--- src/rtl/u2u8_pkg.sv ---
`timescale 1ns / 1ps
`default_nettype none
// ---------------------------------------------------------------------------
// UTF-16 to UTF-8 transcoder package
// Shared job record, widths and surrogate range constants.
// ---------------------------------------------------------------------------
package u2u8_pkg;

  localparam int unsigned UnitW    = 16;
  localparam int unsigned ByteW    = 8;
  localparam int unsigned MaxBytes = 6;
  localparam int unsigned CntW     = 3;

  localparam logic [UnitW-1:0] HighFirst = 16'hD800;
  localparam logic [UnitW-1:0] HighLast  = 16'hDBFF;
  localparam logic [UnitW-1:0] LowFirst  = 16'hDC00;
  localparam logic [UnitW-1:0] LowLast   = 16'hDFFF;
  localparam logic [UnitW-1:0] OneByteLimit = 16'h0080;
  localparam logic [UnitW-1:0] TwoByteLimit = 16'h0800;
  localparam logic [20:0]      SuppBase  = 21'h10000;

  localparam logic [ByteW-1:0] Lead2Tag  = 8'hC0;
  localparam logic [ByteW-1:0] Lead3Tag  = 8'hE0;
  localparam logic [ByteW-1:0] Lead4Tag  = 8'hF0;
  localparam logic [ByteW-1:0] ContTag   = 8'h80;

  // Each accepted unit turns into at most one job: up to six bytes plus the end flag.
  // A job with no bytes is a bare end marker.
  typedef struct packed {
    logic [MaxBytes-1:0][ByteW-1:0] bytes;
    logic [CntW-1:0]                cnt;
    logic                           last;
  } job_t;

endpackage : u2u8_pkg
`default_nettype wire

--- src/rtl/u2u8_front.sv ---
`timescale 1ns / 1ps
`default_nettype none
// ---------------------------------------------------------------------------
// Transcoder front end
// Accepts code units, pairs surrogates and builds the byte job for each unit.
// ---------------------------------------------------------------------------
module u2u8_front
  import u2u8_pkg::*;
(
  input  wire logic             clk_i,
  input  wire logic             rst_ni,
  input  wire logic             in_valid_i,
  output logic                  in_ready_o,
  input  wire logic [UnitW-1:0] unit_i,
  input  wire logic             last_i,
  input  wire logic             q_full_i,
  output logic                  push_o,
  output job_t                  job_o
);

  logic       pend_q, pend_d;
  logic [9:0] held_q, held_d;
  logic       accept;
  logic       is_high, is_low, pair;
  logic [20:0] cp;
  logic [2:0][ByteW-1:0] q_bytes;
  logic [CntW-1:0]       q_cnt;
  logic                  hold_new;

  assign in_ready_o = !q_full_i;
  assign accept     = in_valid_i && in_ready_o;

  assign is_high = (unit_i >= HighFirst) && (unit_i <= HighLast);
  assign is_low  = (unit_i >= LowFirst) && (unit_i <= LowLast);
  assign pair    = pend_q && is_low;
  assign cp      = SuppBase + {1'b0, held_q, unit_i[9:0]};

  // Bytes that the new unit gives on its own.
  always_comb begin
    q_bytes  = '0;
    q_cnt    = '0;
    hold_new = 1'b0;
    if (last_i && (unit_i == '0)) begin
      q_cnt = '0;
    end else if (unit_i < OneByteLimit) begin
      q_bytes[0] = unit_i[7:0];
      q_cnt      = CntW'(1);
    end else if (unit_i < TwoByteLimit) begin
      q_bytes[0] = Lead2Tag | {3'b000, unit_i[10:6]};
      q_bytes[1] = ContTag | {2'b00, unit_i[5:0]};
      q_cnt      = CntW'(2);
    end else if (is_high && !last_i) begin
      hold_new = 1'b1;
    end else begin
      q_bytes[0] = Lead3Tag | {4'h0, unit_i[15:12]};
      q_bytes[1] = ContTag | {2'b00, unit_i[11:6]};
      q_bytes[2] = ContTag | {2'b00, unit_i[5:0]};
      q_cnt      = CntW'(3);
    end
  end

  always_comb begin
    job_o       = '0;
    job_o.last  = last_i;
    pend_d      = pend_q;
    held_d      = held_q;
    if (pair) begin
      job_o.bytes[0] = Lead4Tag | {5'b00000, cp[20:18]};
      job_o.bytes[1] = ContTag | {2'b00, cp[17:12]};
      job_o.bytes[2] = ContTag | {2'b00, cp[11:6]};
      job_o.bytes[3] = ContTag | {2'b00, cp[5:0]};
      job_o.cnt      = CntW'(4);
    end else if (pend_q) begin
      // A lone high surrogate goes out as three bytes ahead of the new unit.
      job_o.bytes[0] = Lead3Tag | {4'h0, HighFirst[15:12]};
      job_o.bytes[1] = ContTag | {2'b00, HighFirst[11:10], held_q[9:6]};
      job_o.bytes[2] = ContTag | {2'b00, held_q[5:0]};
      job_o.bytes[3] = q_bytes[0];
      job_o.bytes[4] = q_bytes[1];
      job_o.bytes[5] = q_bytes[2];
      job_o.cnt      = CntW'(3) + q_cnt;
    end else begin
      job_o.bytes[0] = q_bytes[0];
      job_o.bytes[1] = q_bytes[1];
      job_o.bytes[2] = q_bytes[2];
      job_o.cnt      = q_cnt;
    end
    if (accept) begin
      pend_d = !pair && hold_new;
      held_d = (!pair && hold_new) ? unit_i[9:0] : '0;
    end
  end

  // A held high surrogate with no end flag produces nothing yet.
  assign push_o = accept && ((job_o.cnt != '0) || last_i);

  always_ff @(posedge clk_i or negedge rst_ni) begin
    if (!rst_ni) begin
      pend_q <= 1'b0;
      held_q <= '0;
    end else begin
      pend_q <= pend_d;
      held_q <= held_d;
    end
  end

endmodule : u2u8_front
`default_nettype wire

--- src/rtl/u2u8_fifo.sv ---
`timescale 1ns / 1ps
`default_nettype none
// ---------------------------------------------------------------------------
// Job queue
// Small register queue between the front end and the byte emitter.
// ---------------------------------------------------------------------------
module u2u8_fifo
  import u2u8_pkg::*;
#(
  parameter int unsigned Depth = 2
) (
  input  wire logic clk_i,
  input  wire logic rst_ni,
  input  wire logic push_i,
  input  job_t      push_job_i,
  input  wire logic pop_i,
  output job_t      head_o,
  output logic      full_o,
  output logic      empty_o
);

  localparam int unsigned PtrW = (Depth > 1) ? $clog2(Depth) : 1;
  localparam int unsigned CntFW = $clog2(Depth + 1);
  localparam logic [PtrW-1:0] LastPtr = PtrW'(Depth - 1);

  job_t             mem_q [Depth];
  logic [PtrW-1:0]  wr_q, wr_d, rd_q, rd_d;
  logic [CntFW-1:0] cnt_q, cnt_d;
  logic             do_push, do_pop;

  assign full_o  = (cnt_q == CntFW'(Depth));
  assign empty_o = (cnt_q == '0);
  assign do_push = push_i && !full_o;
  assign do_pop  = pop_i && !empty_o;
  assign head_o  = mem_q[rd_q];

  always_comb begin
    wr_d  = wr_q;
    rd_d  = rd_q;
    cnt_d = cnt_q;
    if (do_push) begin
      wr_d = (wr_q == LastPtr) ? '0 : wr_q + PtrW'(1);
    end
    if (do_pop) begin
      rd_d = (rd_q == LastPtr) ? '0 : rd_q + PtrW'(1);
    end
    if (do_push && !do_pop) begin
      cnt_d = cnt_q + CntFW'(1);
    end else if (do_pop && !do_push) begin
      cnt_d = cnt_q - CntFW'(1);
    end
  end

  always_ff @(posedge clk_i) begin
    if (do_push) begin
      mem_q[wr_q] <= push_job_i;
    end
  end

  always_ff @(posedge clk_i or negedge rst_ni) begin
    if (!rst_ni) begin
      wr_q  <= '0;
      rd_q  <= '0;
      cnt_q <= '0;
    end else begin
      wr_q  <= wr_d;
      rd_q  <= rd_d;
      cnt_q <= cnt_d;
    end
  end

endmodule : u2u8_fifo
`default_nettype wire

--- src/rtl/u2u8_back.sv ---
`timescale 1ns / 1ps
`default_nettype none
// ---------------------------------------------------------------------------
// Byte emitter
// Walks the job at the head of the queue and sends one byte per transfer.
// ---------------------------------------------------------------------------
module u2u8_back
  import u2u8_pkg::*;
(
  input  wire logic             clk_i,
  input  wire logic             rst_ni,
  input  job_t                  head_i,
  input  wire logic             empty_i,
  output logic                  pop_o,
  output logic                  out_valid_o,
  input  wire logic             out_ready_i,
  output logic [ByteW-1:0]      out_byte_o,
  output logic                  byte_valid_o,
  output logic                  last_byte_o
);

  logic [CntW-1:0]  idx_q, idx_d;
  logic             vld_q, vld_d;
  logic [ByteW-1:0] byte_q, byte_d;
  logic             bval_q, bval_d;
  logic             last_q, last_d;
  logic             load, marker, final_byte;

  // The output register takes a new byte whenever the queue holds a job and the register is empty or drained.
  assign load       = !empty_i && (!vld_q || out_ready_i);
  assign marker     = (head_i.cnt == '0);
  assign final_byte = marker || (idx_q == (head_i.cnt - CntW'(1)));
  assign pop_o      = load && final_byte;

  always_comb begin
    idx_d  = idx_q;
    vld_d  = vld_q;
    byte_d = byte_q;
    bval_d = bval_q;
    last_d = last_q;
    if (load) begin
      vld_d  = 1'b1;
      byte_d = marker ? '0 : head_i.bytes[idx_q];
      bval_d = !marker;
      last_d = head_i.last && final_byte;
      idx_d  = final_byte ? '0 : idx_q + CntW'(1);
    end else if (out_ready_i) begin
      vld_d = 1'b0;
    end
  end

  always_ff @(posedge clk_i or negedge rst_ni) begin
    if (!rst_ni) begin
      idx_q <= '0;
      vld_q <= 1'b0;
    end else begin
      idx_q <= idx_d;
      vld_q <= vld_d;
    end
  end

  always_ff @(posedge clk_i) begin
    byte_q <= byte_d;
    bval_q <= bval_d;
    last_q <= last_d;
  end

  assign out_valid_o  = vld_q;
  assign out_byte_o   = byte_q;
  assign byte_valid_o = bval_q;
  assign last_byte_o  = last_q;

endmodule : u2u8_back
`default_nettype wire

--- src/rtl/utf16_to_utf8_transcoder.sv ---
// The first byte of a unit passes the job queue and then the output register
// before it reaches the output.
// Throughput: one output byte per cycle while the queue holds a job and the sink
// is ready. The emitter stays on a job until all of its bytes are sent, and the
// front end keeps taking units until the job queue between them is full.
// Reset (rst_ni low, asynchronous) empties the queue and drops any held surrogate.
`timescale 1ns / 1ps
`default_nettype none
// ---------------------------------------------------------------------------
// UTF-16 to UTF-8 transcoder
// Converts a stream of UTF-16 code units into UTF-8 bytes, lone surrogates
// encoded as three bytes.
// ---------------------------------------------------------------------------
module utf16_to_utf8_transcoder
  import u2u8_pkg::*;
#(
  parameter int unsigned QueueDepth = 2
) (
  input  wire logic        clk_i,
  input  wire logic        rst_ni,
  input  wire logic        s_axis_tvalid_i,
  output logic             s_axis_tready_o,
  input  wire logic [15:0] s_axis_tdata_i,   // [15:0] code_unit
  input  wire logic        s_axis_tlast_i,   // last_unit
  output logic             m_axis_tvalid_o,
  input  wire logic        m_axis_tready_i,
  output logic [7:0]       m_axis_tdata_o,   // [7:0] out_byte
  output logic             m_axis_tuser_o,   // [0] byte_valid
  output logic             m_axis_tlast_o    // last_byte
);

  job_t front_job, head_job;
  logic push, pop, q_full, q_empty;

  u2u8_front u_front (
    .clk_i      (clk_i),
    .rst_ni     (rst_ni),
    .in_valid_i (s_axis_tvalid_i),
    .in_ready_o (s_axis_tready_o),
    .unit_i     (s_axis_tdata_i),
    .last_i     (s_axis_tlast_i),
    .q_full_i   (q_full),
    .push_o     (push),
    .job_o      (front_job)
  );

  u2u8_fifo #(
    .Depth (QueueDepth)
  ) u_fifo (
    .clk_i      (clk_i),
    .rst_ni     (rst_ni),
    .push_i     (push),
    .push_job_i (front_job),
    .pop_i      (pop),
    .head_o     (head_job),
    .full_o     (q_full),
    .empty_o    (q_empty)
  );

  u2u8_back u_back (
    .clk_i        (clk_i),
    .rst_ni       (rst_ni),
    .head_i       (head_job),
    .empty_i      (q_empty),
    .pop_o        (pop),
    .out_valid_o  (m_axis_tvalid_o),
    .out_ready_i  (m_axis_tready_i),
    .out_byte_o   (m_axis_tdata_o),
    .byte_valid_o (m_axis_tuser_o),
    .last_byte_o  (m_axis_tlast_o)
  );

endmodule : utf16_to_utf8_transcoder
`default_nettype wire

--- config.mk ---
export PLATFORM = sky130hd
export DESIGN_NAME = utf16_to_utf8_transcoder
export DESIGN_NICKNAME = d
export VERILOG_FILES = /design/src/rtl/u2u8_pkg.sv /design/src/rtl/u2u8_front.sv /design/src/rtl/u2u8_fifo.sv /design/src/rtl/u2u8_back.sv /design/src/rtl/utf16_to_utf8_transcoder.sv
export SDC_FILE = /design/constraint.sdc
export NUM_CORES = 1
export LEC_CHECK = 0
export ABC_AREA = 1
export BUFFER_PORTS_ARGS = -buffer_cell sky130_fd_sc_hd__buf_2
export CELL_PAD_IN_SITES_DETAIL_PLACEMENT = 2
export CELL_PAD_IN_SITES_GLOBAL_PLACEMENT = 2
export CORE_ASPECT_RATIO = 1.1
export CORE_MARGIN = 2
export CORE_UTILIZATION = 44
export DETAILED_ROUTE_END_ITERATION = 16
export GPL_ROUTABILITY_DRIVEN = 0
export GPL_TIMING_DRIVEN = 0
export PLACE_DENSITY = 0.93
export REMOVE_ABC_BUFFERS = 1
export SLEW_MARGIN = 20
export SYNTH_ARGS = -nofsm -noshare
export SYNTH_HDL_FRONTEND = slang
export SYNTH_SLANG_ARGS = --single-unit
--- constraint.sdc ---
create_clock -name clk_i -period 8.3 [get_ports clk_i]
set_input_delay 1.245 -clock clk_i [delete_from_list [all_inputs] [get_ports clk_i]]
set_output_delay 1.245 -clock clk_i [all_outputs]
set_load 0.005 [all_outputs]
==> flow_metrics.tcl, run 1 <==
set metrics [dict create \
    grt_first_pass_wirelength_um 34500 \
    dieArea_sq_um 13900 \
    rsz0062_at_grt "no" \
    worst-slew-pin-transition_ps 996 \
    cts_buffers 17 \
    r2r-end "u_fifo.cnt_q[1]" \
    yosysUniqueCellTypes 34 \
    seq_area_sq_um 3660 \
    dpl_cell_area_sq_um 6060 \
    yosys.area.top_type "edfxtp_1" \
    avgSynthCellArea_sq_um 11.1 \
    worstSetupPathType "in -> reg" \
    cp-endpoint "u_fifo.mem_q[1][24]" \
    leakage_nw 2.51 \
    drcViolationCount 0 \
    synth_seq_cells 125 \
    met3_length_um 1500 \
    area_growth_pct 16.8 \
    max_stage_delay_ps 700 \
    synth.top_cell.area_share_pct 55.9 \
    netlist_top_cells_area "edfxtp_1 56%, dfrtp_1 8.4%, o21ai_0 7.1%" \
    ys.flop_type "edfxtp_1" \
    multi_input_area_sq_um 1760 \
    worstSetupPathDepth 18 \
    drt-wirelength-per-cell_um 32.3 \
    fill_cells 1201 \
    clock_latency_ps 430 \
    synthTopCellsByCount "106 x edfxtp_1, 81 x o21ai_0, 72 x nor2_1" \
    drt_iter0_markers 413 \
    min_path_cells 1 \
    die_height_um 123 \
    critPathSlowestCell "nor2_4" \
    path_buf_inv 6 \
    synth_seq_area_share_pct 64.3 \
    track_usage_pct 34.7 \
    clkSinkCount 125 \
    cts.repair.resized 0 \
    core-area_sq_um 12600 \
    port_buffers 32 \
    final_nets 575 \
    max_cap_viol_count 0 \
    cp_data_arrival_time_ps 4460 \
    worstPathMaxFanout 26 \
    powerDensity_nw_per_um2 366 \
    hold_viol 0 \
    r2r_cells 9 \
    setup_viol 0 \
    startpoint_type "primary input" \
    postCtsSetupBuffers 0 \
    rrSetupSlack_ps 4570 \
    grt_max_degree 47 \
    skew_ps 9.52 \
    synth.most_common_cell "edfxtp_1" \
    slew_headroom_pct 33.4 \
    rows 43 \
    vias 4758 \
    met2_length_um 11700 \
    critical_path.startpoint "s_axis_tdata_i[15]" \
    io_pins 33 \
    fin_area_sq_um 6650 \
    fin_crit_sh_pct 52.3 \
    hold_buffers 0 \
    status "finished, final reports clean" \
    fin_crit_ps 4340 \
    path_delay_family "simple AND/OR/NAND/NOR gates" \
    place_hpwl_um 13000 \
    ir_drop_v 0.000247 \
    htreeDepth 4 \
    drv_slew 0 \
    initial_utilization_pct 45.0 \
    drt-total-wl_um 23200 \
    top_layer "met4" \
    clock_path_buffers 2 \
    cts_tree "yes" \
    clkTransAtPathRegs_ps 60 \
    postRouteAntennaNets 0 \
    antenna_found_initial 0 \
    worstPathCellList "buf_2 -> nor2_2 -> nand4_4 -> inv_2 -> nand2_4 -> clkinv_4 -> o21ai_2 -> nand2_2 -> inv_1 -> ha_1 -> nand2_1 -> nand2_1 -> inv_1 -> a21oi_2 -> nand2_2 -> nand2_2 -> nor2_4 -> buf_12" \
    synth_enable_flop_cells 106 \
    grt_pass1_vias 5212 \
    wl_met1_um 9050 \
    hold_class "reg -> reg" \
    holdCritStartpoint "u_fifo.cnt_q[0]" \
    firstDrtPassIters 5 \
    required_ps 8420 \
    endpoint_kind "register" \
    path_common_cell "nand2_2" \
    yosysWarnings 0 \
    viasPerCell 6.63 \
    cts-root-buf "clkbuf_16" \
    diodes 0 \
    synth.cell_area_sq_um 5690 \
    max_freq_ghz 0.230 \
    grt_overflow 0 \
    drive_gt1_share_pct 17.6 \
    die_x_um 112 \
    synth_cells 515 \
    setup_tns_ps 0 \
    ys_async_sr_fraction_pct 15.2 \
    rr_startpoint "u_back.idx_q[0]" \
]
[flip-flops by register name, indices dropped and copies added, names as in the netlist]
signal,cells
u_back.byte_valid_o,1
u_back.idx_q,3
u_back.last_byte_o,1
u_back.out_byte_o,8
u_back.out_valid_o,1
u_fifo.cnt_q,2
u_fifo.mem_q,96
u_fifo.rd_q,1
u_fifo.wr_q,1
u_front.held_q,10
u_front.pend_q,1
[cell usage in the layout, fill, tap and decap left out, types with 7 or more instances in the layout]
cell type / Yosys / routed
dfrtp_1: 19 / 18
nor2_1: 72 / 71
o22ai_1: 30 / 30
inv_1: 43 / 42
buf_2: 7 / 32
clkbuf_16: 0 / 17
edfxtp_1: 106 / 106
o221ai_1: 15 / 15
nand2_1: 54 / 54
o21ai_0: 81 / 81
a21oi_1: 8 / 7
[final cells by class]
class                   count  area share, %
flip-flops and latches    125           55.0
multi-input cells         317           26.5
clock buffers              19           6.81
repair buffers             36           3.59
inverters                  51           2.97
well taps                 157           2.95
clock inverters            13           2.13
[logic make-up (layout without fill, tap and decap cells)]
kind of cell    Yosys count  count (layout)  share of synthesized area (%)
compound gates          146             146                           15.1
xor+xnor                  9               9                           1.38
fa+ha+maj                 6               6                           1.32
buf+inv                  73             119                           5.05
flops                   125             125                           64.3
mux                       3               3                          0.527
simple gates            153             153                           12.4
[worst min-delay path by stage]
stage          slack [ps]         endpoint
2_1_floorplan         440      u_fifo.wr_q
3_3_place_gp          450      u_fifo.wr_q
3_5_place_dp          480  u_fifo.cnt_q[0]
4_1_cts               500  u_fifo.cnt_q[0]
5_1_grt               530  u_fifo.cnt_q[0]
6_report              510  u_fifo.cnt_q[0]
[power by group]
part	total (mW)	leakage (nW)	internal [mW]	switching (mW)
sequential	0.958	1.22	0.868	0.0903
clock	0.769	0.274	0.458	0.311
combinational	0.707	1.02	0.201	0.506
[routing by layer]
metal  GRT usage [%]  up-vias
li1                -     1908
met1            42.4     2464
met2            59.8      300
met3            7.35       86
met4            15.6        0
met5               0        -
[stage by stage]
stage               utilization [%]  power [mW]  std cells  hold WS, ps  setup WS (ps)
global placement               47.1        1.48        682          454           1810
detailed placement             47.9        1.60        686          480           3780
CTS                            52.6        2.42        718          500           4010
floorplan                         -        1.29        493          442           3190
finish                         52.6        2.43        718          507           3960
global route                   52.6        2.51        718          530           3860
Power figures use the tool's default switching activity.
==> run 2, diff against run 1 <==
--- a/config.mk
+++ b/config.mk
@@ -11,11 +11,11 @@
 export CELL_PAD_IN_SITES_GLOBAL_PLACEMENT = 2
 export CORE_ASPECT_RATIO = 1.1
 export CORE_MARGIN = 2
-export CORE_UTILIZATION = 44
+export CORE_UTILIZATION = 41
 export DETAILED_ROUTE_END_ITERATION = 16
 export GPL_ROUTABILITY_DRIVEN = 0
 export GPL_TIMING_DRIVEN = 0
-export PLACE_DENSITY = 0.93
+export PLACE_DENSITY = 0.88
 export REMOVE_ABC_BUFFERS = 1
 export SLEW_MARGIN = 20
 export SYNTH_ARGS = -nofsm -noshare
==> constraint.sdc (replaced) <==
create_clock -name clk_i -period 4 [get_ports clk_i]
set_input_delay 0.6 -clock clk_i [delete_from_list [all_inputs] [get_ports clk_i]]
set_output_delay 0.6 -clock clk_i [all_outputs]
set_load 0.005 [all_outputs]
==> run 2 against run 1 <==
Effect of this change: cell count is 4.3% higher; worst hold slack worse by 360 ps; non-clock buffer count stayed put; total power up 110%; clock skew down 1.1 ps; global-route usage decreased by 5.6 points; clock power grew 120%; largest power group unchanged; sequential power rose by 110%.
==> flow_metrics.tcl, run 2 (same netlist as run 1, synthesis figures left out) <==
set metrics [dict create \
    cts.repair.resized 0 \
    io_pins 33 \
    drcViolationCount 0 \
    fin_crit_sh_pct 88.5 \
    drv_slew 0 \
    final_cells 749 \
    diodes 0 \
    hold_class "in -> async" \
    initial_utilization_pct 41.6 \
    layout_commonest_cell "edfxtp_1" \
    endpoint_kind "register" \
    fill_cells 1316 \
    hold_buffers 0 \
    viasPerCell 5.96 \
    skew_ps 8.42 \
    whs_ps 144 \
    slew_headroom_pct 32.5 \
    dieArea_sq_um 14800 \
    place_hpwl_um 12300 \
    grt_first_pass_wirelength_um 30800 \
    track_usage_pct 29.1 \
    postRouteAntennaNets 0 \
    postLayoutCoreUtil_pct 49.2 \
    fin_crit_ps 3540 \
    status "finished, final reports clean" \
    worstPathMaxFanout 26 \
    ir_drop_v 0.000510 \
    die_x_um 116 \
    htreeDepth 4 \
    grt_pass1_vias 4918 \
    cts_tree "yes" \
    vias 4464 \
    core-area_sq_um 13700 \
    drt-total-wl_um 20200 \
    drive_gt1_share_pct 16.8 \
    seq_area_sq_um 3660 \
    drt-wirelength-per-cell_um 27.0 \
    regMostFlops "u_fifo.mem_q" \
    worst-slew-pin-transition_ps 1010 \
    max_cap_viol_count 0 \
    worstSetupPathType "reg -> reg" \
    max_freq_ghz 0.283 \
    cp_data_arrival_time_ps 3660 \
    grt_max_degree 47 \
    clkTransAtPathRegs_ps 60 \
    powerDensity_nw_per_um2 751 \
    setup_viol 0 \
    die_height_um 128 \
    final_nets 575 \
    grt_overflow 0 \
    clock_path_buffers 2 \
    port_buffers 32 \
    rows 45 \
    hold_viol 0 \
    cts-root-buf "clkbuf_16" \
    postCtsSetupBuffers 0 \
    rsz0062_at_grt "no" \
    clock_latency_ps 430 \
    startpoint_type "register" \
    multi_input_area_sq_um 1760 \
    leakage_nw 2.55 \
    drt_iter0_markers 267 \
    antenna_found_initial 0 \
    required_ps 4120 \
    cts_buffers 17 \
    final_cell_mix "106 x edfxtp_1, 81 x o21ai_0, 71 x nor2_1, 54 x nand2_1, 42 x inv_1" \
    firstDrtPassIters 5 \
    rrSetupSlack_ps 460 \
    dp.cells 717 \
    area_growth_pct 18.3 \
    clkSinkCount 125 \
    largest_reg_flops 96 \
]
[run 2: changes by cell type in the layout (fill, tap and decap cells not counted)]
| cell | before | now |
|---|---|---|
| clkbuf_8 | 2 | 3 |
| buf_12 | 2 | 3 |
| clkinv_4 | 3 | 1 |
| clkbuf_1 | 0 | 5 |
| buf_16 | 1 | 0 |
| clkinvlp_4 | 6 | 0 |
| inv_6 | 1 | 0 |
| bufinv_16 | 2 | 5 |
[run 2: final cells by class]
type	count	share of cell area (%)
clock buffers	25	7.21
clock inverters	7	2.38
inverters	51	2.94
multi-input cells	317	26.2
flip-flops and latches	125	54.4
well taps	188	3.49
repair buffers	36	3.44
[run 2: per-stage QoR]
step | instance area [sq um] | TNS [ps] | power, mW | setup slack, ps
floorplan | 5600 | -22550 | 2.68 | -470
global placement | 6000 | -110080 | 3.09 | -1970
detailed placement | 6090 | 0 | 3.31 | 181
CTS | 6730 | 0 | 5.07 | 484
global route | 6730 | 0 | 5.27 | 278
finish | 6730 | 0 | 5.05 | 461
[run 2: power breakdown]
part | internal [mW] | switching, mW | leakage, nW | total (mW)
Combinational | 0.411 | 0.944 | 1.02 | 1.36
Clock | 1.15 | 0.570 | 0.315 | 1.72
Sequential | 1.80 | 0.175 | 1.22 | 1.97
[run 2: metal layers]
metal,vias to the layer above,global-route usage (%),part of all wire (%)
li1,1908,-,-
met1,2319,36.6,41
met2,196,49.6,52
met3,41,6.12,5.5
met4,0,9.94,2.4
met5,-,0,0
[run 2: critical path, cell delays in order, from the launching register on]
cell,delay [ps]
dfrtp_1,620
inv_1,640
nor2_2,180
inv_2,360
nand2_1,100
inv_1,110
a21oi_2,70
nand2_2,80
nand2_2,80
nor2_4,650
buf_12,290
[run 2: final timing paths]
path | from | end | cells past startpoint
min | rst_ni | u_back.idx_q[2] | 1
max in group asynchronous | rst_ni | u_fifo.rd_q | 1
min reg2reg | u_fifo.cnt_q[0] | u_fifo.cnt_q[0] | 1
min in group clk_i | m_axis_tready_i | u_back.out_valid_o | 2
max reg2reg | u_front.pend_q | u_fifo.mem_q[1][16] | 10
max | u_front.pend_q | u_fifo.mem_q[1][16] | 10
==> run 3, diff against run 2 <==
--- a/config.mk
+++ b/config.mk
@@ -9,13 +9,14 @@
 export BUFFER_PORTS_ARGS = -buffer_cell sky130_fd_sc_hd__buf_2
 export CELL_PAD_IN_SITES_DETAIL_PLACEMENT = 2
 export CELL_PAD_IN_SITES_GLOBAL_PLACEMENT = 2
-export CORE_ASPECT_RATIO = 1.1
+export CORE_ASPECT_RATIO = 0.5
 export CORE_MARGIN = 2
 export CORE_UTILIZATION = 41
+export CTS_CLUSTER_DIAMETER = 100
 export DETAILED_ROUTE_END_ITERATION = 16
 export GPL_ROUTABILITY_DRIVEN = 0
 export GPL_TIMING_DRIVEN = 0
-export PLACE_DENSITY = 0.88
+export PLACE_DENSITY_LB_ADDON = 0.12
 export REMOVE_ABC_BUFFERS = 1
 export SLEW_MARGIN = 20
 export SYNTH_ARGS = -nofsm -noshare
==> run 3 against run 2 <==
Effect of this change: combinational power hardly changed; non-clock buffer count did not move; first-iteration DRC count is 35% higher; via count down 2.1%; sequential share of layout area grew 0.46 points; die area grew 0.38%; wire length fell by 2.2%; total power fell by 3.8%; critical path type unchanged; highest routed layer unchanged.
==> flow_metrics.tcl, run 3 (same netlist as run 1, synthesis figures left out) <==
set metrics [dict create \
    place_hpwl_um 12100 \
    grt_overflow 0 \
    path_delay_family "flip-flops" \
    finalWorstSetupSlack_ps 307 \
    antenna_found_initial 1 \
    fin_crit_sh_pct 92.3 \
    hold_buffers 0 \
    fin_area_sq_um 6680 \
    worst-slew-pin-transition_ps 1130 \
    worstSetupPathType "reg -> reg" \
    cts.repair.resized 0 \
    postRouteAntennaNets 0 \
    setup_tns_ps 0 \
    port_buffers 32 \
    initial_utilization_pct 42.0 \
    leakage_nw 2.50 \
    die_height_um 87.3 \
    layout_commonest_cell "edfxtp_1" \
    setup_viol 0 \
    core-area_sq_um 13600 \
    slew_headroom_pct 24.7 \
    r2r_cells 9 \
    firstDrtPassIters 5 \
    rsz0062_at_grt "no" \
    startpoint_type "register" \
    hold_class "in -> async" \
    endpoint_kind "register" \
    grt_max_degree 49 \
    viasPerCell 5.80 \
    regMostFlops "u_fifo.mem_q" \
    pre_cts_ws_ps 276 \
    skew_ps 11.0 \
    ir_drop_v 0.000573 \
    cts_tree "yes" \
    drt-wirelength-per-cell_um 26.3 \
    htreeDepth 4 \
    cp_data_arrival_time_ps 4000 \
    dieArea_sq_um 14900 \
    largest_reg_flops 96 \
    worstPathMaxFanout 25 \
    cts-root-buf "clkbuf_16" \
    clkTransAtPathRegs_ps 60 \
    max_freq_ghz 0.271 \
    clock_path_buffers 2 \
    drcViolationCount 0 \
    max_stage_delay_ps 1090 \
    final_cell_mix "106 x edfxtp_1, 81 x o21ai_0, 71 x nor2_1, 54 x nand2_1, 42 x inv_1" \
    area_growth_pct 17.3 \
    powerDensity_nw_per_um2 729 \
    track_usage_pct 28.5 \
    grt_first_pass_wirelength_um 29800 \
    worstSetupPathDepth 9 \
    final_cells 753 \
    required_ps 4300 \
    max_cap_viol_count 0 \
    dp.cells 721 \
    hold_viol 0 \
    clkSinkCount 125 \
    path_buf_inv 2 \
    worstPathCellList "inv_1 -> xor2_1 -> a21oi_1 -> inv_1 -> nand2_1 -> ha_1 -> a21oi_1 -> o21ai_0 -> xor2_1" \
    drive_gt1_share_pct 17.5 \
    postCtsSetupBuffers 0 \
    grt_pass1_vias 4785 \
    drt-total-wl_um 19800 \
    final_nets 575 \
    vias 4369 \
    critPathSlowestCell "dfrtp_1" \
    fill_cells 1386 \
    io_pins 33 \
    status "finished, final reports clean" \
    drt_iter0_markers 361 \
    rows 30 \
    fin_crit_ps 3690 \
    die_x_um 171 \
    diodes 0 \
    clock_latency_ps 430 \
    dpl_cell_area_sq_um 6110 \
    drv_slew 0 \
    cts_buffers 17 \
]
==> run 3: final cells by class <==
class / count / area [sq um] / share of cell area (%)
flip-flops and latches: 125 / 3660 / 54.8
clock buffers: 17 / 425 / 6.37
multi-input cells: 317 / 1770 / 26.5
repair buffers: 36 / 243 / 3.64
clock inverters: 15 / 138 / 2.06
inverters: 51 / 200 / 3.00
well taps: 192 / 240 / 3.60
==> run 3: stage by stage <==
| stage | power [mW] | utilization [%] | hold slack (ps) |
|---|---|---|---|
| 2_1_floorplan | 2.68 | - | 304 |
| 3_3_place_gp | 3.19 | 44.3 | 460 |
| 3_5_place_dp | 3.34 | 45.1 | 481 |
| 4_1_cts | 4.87 | 49.3 | 153 |
| 5_1_grt | 5.10 | 49.3 | 167 |
| 6_report | 4.86 | 49.3 | 141 |
==> run 3: worst paths after layout <==
| kind | start | endpoint | slack (ps) |
|---|---|---|---|
| hold / removal | rst_ni | u_back.idx_q[1] | 140 |
| hold reg to reg | u_fifo.cnt_q[0] | u_fifo.cnt_q[0] | 480 |
| setup reg to reg | u_back.idx_q[0] | u_fifo.cnt_q[1] | 310 |
| setup / recovery | u_back.idx_q[0] | u_fifo.cnt_q[1] | 310 |
| min in group clk_i | m_axis_tready_i | u_back.out_valid_o | 370 |
| max in group asynchronous | rst_ni | u_fifo.rd_q | 3480 |
==> run 3: worst register-to-register path, stage by stage (launching register included) <==
cell and delay (ps):
dfrtp_1 1090, inv_1 870, xor2_1 380, a21oi_1 310, inv_1 110, nand2_1 110
ha_1 270, a21oi_1 150, o21ai_0 130, xor2_1 160
==> run 3: power by group <==
group	switching (mW)	total [mW]	leakage [nW]	internal, mW
Clock	0.657	1.52	0.261	0.861
Combinational	0.940	1.35	1.02	0.415
Sequential	0.194	1.99	1.22	1.80
==> run 3: layer usage <==
| metal | track usage (%) | vias up | routed length, um |
|---|---|---|---|
| li1 | - | 1913 | - |
| met1 | 38.8 | 2281 | 9170 |
| met2 | 44.9 | 148 | 9050 |
| met3 | 7.45 | 27 | 1210 |
| met4 | 9.56 | 0 | 362 |
| met5 | 0 | - | 0 |
